--- src/rtl/eqmon_pkg.sv ---
// Shared types and constants of the equilibration monitor.
package eqmon_pkg;

    localparam int SAMPLE_W   = 24;
    localparam int TOL_W      = 16;
    localparam int TIME_W     = 32;
    localparam int CMD_W      = 2;
    localparam int CFG_IDX_W  = 3;
    localparam int CFG_DATA_W = 32;
    localparam int FRAC_W     = 16;

    // Command codes
    localparam logic [CMD_W-1:0] CMD_NONE     = 2'd0;
    localparam logic [CMD_W-1:0] CMD_COMPLETE = 2'd1;
    localparam logic [CMD_W-1:0] CMD_ABORT    = 2'd2;
    localparam logic [CMD_W-1:0] CMD_SET      = 2'd3;

    // Register indexes
    localparam logic [CFG_IDX_W-1:0] REG_TARGET   = 3'd0;
    localparam logic [CFG_IDX_W-1:0] REG_TOL      = 3'd1;
    localparam logic [CFG_IDX_W-1:0] REG_INTERVAL = 3'd2;
    localparam logic [CFG_IDX_W-1:0] REG_STEADY   = 3'd3;
    localparam logic [CFG_IDX_W-1:0] REG_TIMEOUT  = 3'd4;
    localparam logic [CFG_IDX_W-1:0] REG_START    = 3'd5;

    // Control from the sequencer to the sample window
    typedef struct packed {
        logic read;
        logic push;
    } window_ctrl_t;

endpackage

--- src/rtl/equilibration_monitor_unit.sv ---
// Top level of the equilibration monitor: sequencer, registers and result stage.
//
//  channel | signals                                   | direction | handshake
//  --------+-------------------------------------------+-----------+-------------------
//  in      | step_number, sample_temperature           | in        | in_valid/in_stall
//  out     | command, set_point                        | out       | out_valid/out_stall
//  cfg     | cfg_index, cfg_data                       | in        | cfg_write
//
// A request passes the ring read at acceptance, then the window update, the target scaling
// multiply and the tolerance multiply, before its decision is loaded into the output
// register. The input stalls until that load, so the next request is taken in the
// cycle after it; no new request is taken while one is in flight. The decision
// waits only when the output register still holds an untaken result. Reset is
// asynchronous and active low; no clearing pass is run, since only written ring
// entries are read.
module equilibration_monitor_unit #(
    parameter int WINDOW = 64
) (
    input  logic                              clk,
    input  logic                              rst_n,
    input  logic                              in_valid,
    output logic                              in_stall,
    input  logic [eqmon_pkg::TIME_W-1:0]      step_number,
    input  logic [eqmon_pkg::SAMPLE_W-1:0]    sample_temperature,
    output logic                              out_valid,
    input  logic                              out_stall,
    output logic [eqmon_pkg::CMD_W-1:0]       command,
    output logic [eqmon_pkg::SAMPLE_W-1:0]    set_point,
    input  logic                              cfg_write,
    input  logic [eqmon_pkg::CFG_IDX_W-1:0]   cfg_index,
    input  logic [eqmon_pkg::CFG_DATA_W-1:0]  cfg_data
);
    import eqmon_pkg::*;

    localparam int CntW  = $clog2(WINDOW + 1);
    localparam int SumW  = SAMPLE_W + CntW;
    localparam int ProdW = SumW + TOL_W;

    // Sequencer states
    localparam logic [2:0] ST_IDLE   = 3'd0;
    localparam logic [2:0] ST_PUSH   = 3'd1;
    localparam logic [2:0] ST_SCALE  = 3'd2;
    localparam logic [2:0] ST_PROD   = 3'd3;
    localparam logic [2:0] ST_DECIDE = 3'd4;

    logic [2:0] state_reg, state_next;

    // Configuration registers
    logic [SAMPLE_W-1:0] target_reg;
    logic [TOL_W-1:0]    tol_reg;
    logic [TIME_W-1:0]   interval_reg;
    logic [TIME_W-1:0]   steady_time_reg;
    logic [TIME_W-1:0]   timeout_reg;
    logic [TIME_W-1:0]   start_reg;

    // Phase timing state
    logic [TIME_W-1:0]   last_assess_reg;
    logic [TIME_W-1:0]   last_adjust_reg;

    // Latched request
    logic [TIME_W-1:0]   step_reg;
    logic [SAMPLE_W-1:0] sample_reg;

    // Datapath pipeline
    logic [SumW-1:0]     scaled_reg;
    logic [SumW-1:0]     diff_reg;
    logic [ProdW-1:0]    rhs_reg;
    logic                due_reg;
    logic                steady_reg;
    logic                abort_reg;

    // Result stage
    logic                out_valid_reg;
    logic [CMD_W-1:0]    command_reg;
    logic [SAMPLE_W-1:0] set_point_reg;

    logic                accept;
    logic                load;
    logic                off_target;
    logic                adjust;
    logic [CMD_W-1:0]    cmd_next;
    logic [SumW-1:0]     win_sum;
    logic [CntW-1:0]     win_count;
    window_ctrl_t        win_ctrl;

    assign in_stall = (state_reg != ST_IDLE);
    assign accept   = in_valid && !in_stall;
    // free the output register before loading a fresh result
    assign load     = (state_reg == ST_DECIDE) && (!out_valid_reg || !out_stall);

    // Read the oldest ring entry as the request arrives; push in the cycle after
    assign win_ctrl.read = accept;
    assign win_ctrl.push = (state_reg == ST_PUSH);

    eqmon_window #(
        .WINDOW (WINDOW)
    ) u_window (
        .clk    (clk),
        .rst_n  (rst_n),
        .ctrl   (win_ctrl),
        .sample (sample_reg),
        .sum    (win_sum),
        .count  (win_count)
    );

    always_comb
    begin
        state_next = state_reg;
        unique case (state_reg)
            ST_IDLE:
            begin
                if (accept)
                begin
                    state_next = ST_PUSH;
                end
            end
            ST_PUSH:   state_next = ST_SCALE;
            ST_SCALE:  state_next = ST_PROD;
            ST_PROD:   state_next = ST_DECIDE;
            ST_DECIDE:
            begin
                if (load)
                begin
                    state_next = ST_IDLE;
                end
            end
            default:   state_next = ST_IDLE;
        endcase
    end

    // Relative error test without division: |sum - target*n| * 2^16 >= tol * target*n
    assign off_target = ({diff_reg, FRAC_W'(0)} >= rhs_reg);
    assign adjust     = due_reg && off_target;

    // Priority: phase complete (only when no adjustment is made), abort, set temperature, none
    always_comb
    begin
        if (steady_reg && !adjust)
        begin
            cmd_next = CMD_COMPLETE;
        end
        else if (abort_reg)
        begin
            cmd_next = CMD_ABORT;
        end
        else if (adjust)
        begin
            cmd_next = CMD_SET;
        end
        else
        begin
            cmd_next = CMD_NONE;
        end
    end

    // Control state, configuration and phase timing
    always_ff @(posedge clk or negedge rst_n)
    begin
        if (!rst_n)
        begin
            state_reg       <= ST_IDLE;
            out_valid_reg   <= 1'b0;
            target_reg      <= '0;
            tol_reg         <= TOL_W'(655);
            interval_reg    <= TIME_W'(100);
            steady_time_reg <= TIME_W'(1000);
            timeout_reg     <= TIME_W'(100000);
            start_reg       <= '0;
            last_assess_reg <= '0;
            last_adjust_reg <= '0;
        end
        else
        begin
            state_reg <= state_next;

            if (load)
            begin
                out_valid_reg <= 1'b1;
            end
            else if (!out_stall)
            begin
                out_valid_reg <= 1'b0;
            end

            if (cfg_write)
            begin
                unique case (cfg_index)
                    REG_TARGET:   target_reg      <= cfg_data[SAMPLE_W-1:0];
                    REG_TOL:      tol_reg         <= cfg_data[TOL_W-1:0];
                    REG_INTERVAL: interval_reg    <= cfg_data[TIME_W-1:0];
                    REG_STEADY:   steady_time_reg <= cfg_data[TIME_W-1:0];
                    REG_TIMEOUT:  timeout_reg     <= cfg_data[TIME_W-1:0];
                    REG_START:
                    begin
                        // a new phase begins: restart both timers
                        start_reg       <= cfg_data[TIME_W-1:0];
                        last_assess_reg <= cfg_data[TIME_W-1:0];
                        last_adjust_reg <= cfg_data[TIME_W-1:0];
                    end
                    default:
                    begin
                    end
                endcase
            end

            if (load)
            begin
                if (due_reg)
                begin
                    last_assess_reg <= step_reg;
                end
                if (cmd_next == CMD_SET)
                begin
                    last_adjust_reg <= step_reg;
                end
            end
        end
    end

    // Datapath registers
    always_ff @(posedge clk)
    begin
        if (accept)
        begin
            step_reg   <= step_number;
            sample_reg <= sample_temperature;
        end

        if (state_reg == ST_SCALE)
        begin
            scaled_reg <= SumW'(target_reg) * SumW'(win_count);
            // time differences wrap modulo 2^32
            due_reg    <= ((step_reg - last_assess_reg) >= interval_reg);
            steady_reg <= ((step_reg - last_adjust_reg) >= steady_time_reg);
            abort_reg  <= ((step_reg - start_reg) >= timeout_reg);
        end

        if (state_reg == ST_PROD)
        begin
            rhs_reg  <= ProdW'(tol_reg) * ProdW'(scaled_reg);
            diff_reg <= (win_sum >= scaled_reg) ? (win_sum - scaled_reg)
                                                : (scaled_reg - win_sum);
        end

        if (load)
        begin
            command_reg   <= cmd_next;
            set_point_reg <= (cmd_next == CMD_SET) ? target_reg : '0;
        end
    end

    assign out_valid = out_valid_reg;
    assign command   = command_reg;
    assign set_point = set_point_reg;

endmodule

--- src/rtl/eqmon_window.sv ---
// Sample ring memory with running window sum and fill count.
module eqmon_window #(
    parameter int WINDOW = 64
) (
    input  logic                            clk,
    input  logic                            rst_n,
    input  eqmon_pkg::window_ctrl_t         ctrl,
    input  logic [eqmon_pkg::SAMPLE_W-1:0]  sample,
    output logic [eqmon_pkg::SAMPLE_W+$clog2(WINDOW+1)-1:0] sum,
    output logic [$clog2(WINDOW+1)-1:0]     count
);
    import eqmon_pkg::*;

    localparam int CntW = $clog2(WINDOW + 1);
    localparam int SumW = SAMPLE_W + CntW;
    localparam int PosW = (WINDOW > 1) ? $clog2(WINDOW) : 1;

    logic [SAMPLE_W-1:0] ring_mem [WINDOW];
    logic [SAMPLE_W-1:0] rd_data_reg;
    logic [PosW-1:0]     pos_reg, pos_next;
    logic [SumW-1:0]     sum_reg, sum_next;
    logic [CntW-1:0]     count_reg, count_next;
    logic                full;

    assign full = (count_reg == CntW'(WINDOW));

    // Ring port: read the oldest entry, write the new sample at the same place
    always_ff @(posedge clk)
    begin
        if (ctrl.push)
        begin
            ring_mem[pos_reg] <= sample;
        end
        if (ctrl.read)
        begin
            rd_data_reg <= ring_mem[pos_reg];
        end
    end

    always_comb
    begin
        sum_next   = sum_reg;
        count_next = count_reg;
        pos_next   = pos_reg;
        if (ctrl.push)
        begin
            // drop the oldest sample only once the window is full
            if (full)
            begin
                sum_next = sum_reg - SumW'(rd_data_reg) + SumW'(sample);
            end
            else
            begin
                sum_next   = sum_reg + SumW'(sample);
                count_next = count_reg + CntW'(1);
            end
            pos_next = (pos_reg == PosW'(WINDOW - 1)) ? '0 : pos_reg + PosW'(1);
        end
    end

    always_ff @(posedge clk or negedge rst_n)
    begin
        if (!rst_n)
        begin
            sum_reg   <= '0;
            count_reg <= '0;
            pos_reg   <= '0;
        end
        else
        begin
            sum_reg   <= sum_next;
            count_reg <= count_next;
            pos_reg   <= pos_next;
        end
    end

    assign sum   = sum_reg;
    assign count = count_reg;

endmodule

--- config.mk ---
export PLATFORM = sky130hd
export DESIGN_NAME = equilibration_monitor_unit
export DESIGN_NICKNAME = d
export VERILOG_FILES = /design/src/rtl/eqmon_pkg.sv /design/src/rtl/equilibration_monitor_unit.sv /design/src/rtl/eqmon_window.sv
export SDC_FILE = /design/constraint.sdc
export NUM_CORES = 2
export LEC_CHECK = 0
export BUFFER_PORTS_ARGS = -buffer_cell sky130_fd_sc_hd__buf_4
export CAP_MARGIN = 20
export CORE_UTILIZATION = 40
export CTS_CLUSTER_DIAMETER = 120
export DETAILED_ROUTE_END_ITERATION = 8
export SLEW_MARGIN = 20
export SYNTH_ARGS = -nofsm -noshare
export SYNTH_HDL_FRONTEND = slang
export SYNTH_SLANG_ARGS = --single-unit
--- constraint.sdc ---
create_clock -name clk -period 8.9 [get_ports clk]
set_clock_uncertainty 0.05 [all_clocks]
set_input_delay 0.89 -clock clk [delete_from_list [all_inputs] [get_ports clk]]
set_output_delay 0.89 -clock clk [all_outputs]
set_load 0.03 [all_outputs]
==> impl_metrics.json <==
{
  "post-dp-hpwl_mm": 207,
  "reg2regPathDepth": 22,
  "top_usage_layer": "met2",
  "largest_reg_flops": 1536,
  "cts_setup_buffers": 0,
  "synth.distinct_cells": 91,
  "synthSimpleGateAreaFrac": 0.0743,
  "r2r_start": "scaled_reg[9]",
  "vias": 70200,
  "antenna_found_initial": 11,
  "grt_usage": 0.234,
  "clkTransAtPathRegs_ns": 0.06,
  "syn-num-nets": 9639,
  "final_cell_area_um2": 120000,
  "hold_viol_final": 0,
  "cts-resized-gates": 0,
  "wire_per_inst_um": 25.8,
  "max_freq_mhz": 129,
  "drtIter0Drc": 7129,
  "synthMuxAreaShare": 0.0123,
  "wl_mm": 317,
  "ys_seq_area_frac": 0.556,
  "synth-seq-cells": 2034,
  "r2r_slack_ns": 1.12,
  "portBuffers": 123,
  "ios": 124,
  "critPathMaxFanout": 18,
  "synth-edff-count": 1754,
  "synthAdderAreaFrac": 0.161,
  "drc": 0,
  "num_rows": 189,
  "multi_input_area_um2": 43000,
  "regArea_um2": 59700,
  "worst_ep_arrival_time_ns": 8.30,
  "gr-total-overflow": 0,
  "synthArstFlopShare": 0.138,
  "ant_nets": 0,
  "dr.pass1.iters": 6,
  "fin_nets": 9749,
  "cts.sink_count": 2034,
  "num-fill-cells": 23800,
  "ys.flop_type": "edfxtp_1",
  "gp_congestion": 0.906,
  "mappedNetlistArea_um2": 107000,
  "drv_slew": 0,
  "insertion_delay_ns": 0.87,
  "clock-root-buffer": "clkbuf_16",
  "die_h_um": 520,
  "min_path_type": "in2async",
  "post-route-period-util": 0.874,
  "crit_type": "reg2reg",
  "grt_max_degree": 108,
  "run_status": "complete, no violations",
  "viasPerCell": 5.70,
  "synth_compound_area_frac": 0.131,
  "area.growth.synth_to_final_pct": 11.7,
  "die_w_um": 520,
  "layout_min_cycle_time_ns": 7.78,
  "rsz0062_at_grt": "false",
  "placed_cell_area_um2": 113000,
  "initial_core_util": 0.404,
  "layout-drive-gt1-share": 0.100,
  "dieArea_um2": 271000,
  "cap_violations": 0,
  "synth_xor_area_frac": 0.0186,
  "post_synth.cell_area_avg_um2": 12.7,
  "worstMarginPinSlew_ns": 1.19,
  "htree_levels": 4,
  "syn_inst": 8488,
  "finalSetupTns_ns": 0,
  "worst_setup_path_start_kind": "flop",
  "core_um2": 266000,
  "cp.required_ns": 9.42,
  "use_met1": 0.297,
  "ys_warn_count": 0,
  "grt_use_met3": 0.0389,
  "numCtsBuffers": 207,
  "grt_pass1_wl_mm": 470,
  "setup_viol": 0,
  "cts_hold_buf": 0,
  "worst_setup_path_end_kind": "flop",
  "synth_top_family_by_area": "adder cells",
  "rr_endpoint": "rhs_reg[45]",
  "cts_tree": "done",
  "grt_pass1_vias": 71900,
  "timing.slew.headroom": 0.209,
  "cts_max_path_buffers": 3,
  "use_met2": 0.393
}
[layer usage]
layer	wire, um	vias to the layer above	share of wire
li1	-	30900	-
met4	15100	6	0.047
met5	41	-	0.00013
met1	127000	35900	0.40
met3	22900	562	0.072
met2	152000	2825	0.48
[cells in the final DEF (no fill, tap or decap), types with 37 or more instances in the layout]
cell	Yosys	routed
nor2_1	280	212
clkbuf_1	315	41
a31oi_1	194	194
buf_4	0	303
inv_1	923	923
nand2b_1	46	46
clkinv_1	0	45
fa_1	543	543
ha_1	512	512
nand3_1	75	75
nand4_1	88	88
nor2_2	0	64
a211oi_1	37	37
o21a_1	48	48
a21o_1	184	184
xor2_1	79	79
dfrtp_1	259	254
a221oi_1	157	157
and2_1	274	272
o21ai_0	280	280
edfxtp_1	1754	1754
a22o_1	148	148
a22oi_1	476	476
nor2b_1	49	49
nand2_1	721	720
clkbuf_16	0	209
xnor2_1	149	149
a21oi_1	326	325
mux2_2	103	103
[stage by stage]
step | hold WS (ns) | std cells | setup WS, ns | util
after detailed placement | 0.434 | 11900 | 1.05 | 0.425
after global placement | 0.423 | 11900 | 1.15 | 0.425
after global routing | 0.0464 | 12300 | 0.675 | 0.451
final | 0.00760 | 12300 | 1.12 | 0.451
after floorplan | 0.396 | 8488 | 2.18 | -
after CTS | 0.0150 | 12300 | 0.991 | 0.451
[worst max path at each step]
| stage | from | to | slack, ns | cells past startpoint |
|---|---|---|---|---|
| floorplan | tol_reg[1] | rhs_reg[45] | 2.18 | 23 |
| global placement | tol_reg[10] | rhs_reg[45] | 1.15 | 23 |
| detailed placement | tol_reg[10] | rhs_reg[45] | 1.05 | 23 |
| CTS | tol_reg[10] | rhs_reg[45] | 0.99 | 23 |
| global route | scaled_reg[9] | rhs_reg[45] | 0.67 | 22 |
| finish | scaled_reg[9] | rhs_reg[45] | 1.12 | 22 |
[cell families after synthesis]
kind of cell / Yosys count
compound gates: 2031
xor+xnor: 228
fa+ha+maj: 1055
buf+inv: 1338
flops: 2034
mux: 119
simple gates: 1683
[final cells by class]
type / instances / share of cell area
Clock buffer: 251 / 0.0450
Sequential cell: 2034 / 0.497
Timing Repair Buffer: 316 / 0.0211
Antenna cell: 4 / 0.0000834
Multi-Input combinational cell: 5116 / 0.358
Tap cell: 3533 / 0.0368
Inverter: 923 / 0.0289
Clock inverter: 134 / 0.0129
[Yosys cell counts (37+ instances only)]
master / number / share of area
edfxtp_1: 1754 / 0.49
inv_1: 923 / 0.032
nand2_1: 721 / 0.025
fa_1: 543 / 0.10
ha_1: 512 / 0.060
a22oi_1: 476 / 0.033
a21oi_1: 326 / 0.015
clkbuf_1: 315 / 0.011
nor2_1: 280 / 0.0098
o21ai_0: 280 / 0.013
and2_1: 274 / 0.016
dfrtp_1: 259 / 0.060
a31oi_1: 194 / 0.011
a21o_1: 184 / 0.013
a221oi_1: 157 / 0.013
xnor2_1: 149 / 0.012
a22o_1: 148 / 0.012
mux2_2: 103 / 0.011
nand4_1: 88 / 0.0051
xor2_1: 79 / 0.0064
nand3_1: 75 / 0.0035
buf_1: 73 / 0.0025
nor2b_1: 49 / 0.0029
o21a_1: 48 / 0.0034
nand2b_1: 46 / 0.0027
a211oi_1: 37 / 0.0026
[critical path, cell delays in order (launching register included)]
cell,delay [ns]
edfxtp_1,1.13
nand2_1,0.21
fa_1,0.60
inv_1,0.06
fa_1,0.50
fa_1,0.57
fa_1,0.44
fa_1,0.49
inv_1,0.05
fa_1,0.48
inv_1,0.05
ha_1,0.38
a21oi_1,0.09
o21ai_0,0.55
a221oi_1,0.19
nor2_1,0.21
a311oi_1,0.11
o31ai_1,0.48
a21oi_2,0.12
nor2b_1,0.23
nor3_2,0.10
o31ai_1,0.29
xor2_1,0.10
Power is left out: the tool's default activity adds up to more than one toggle a clock period on the data nets, which glitch-free logic cannot reach.
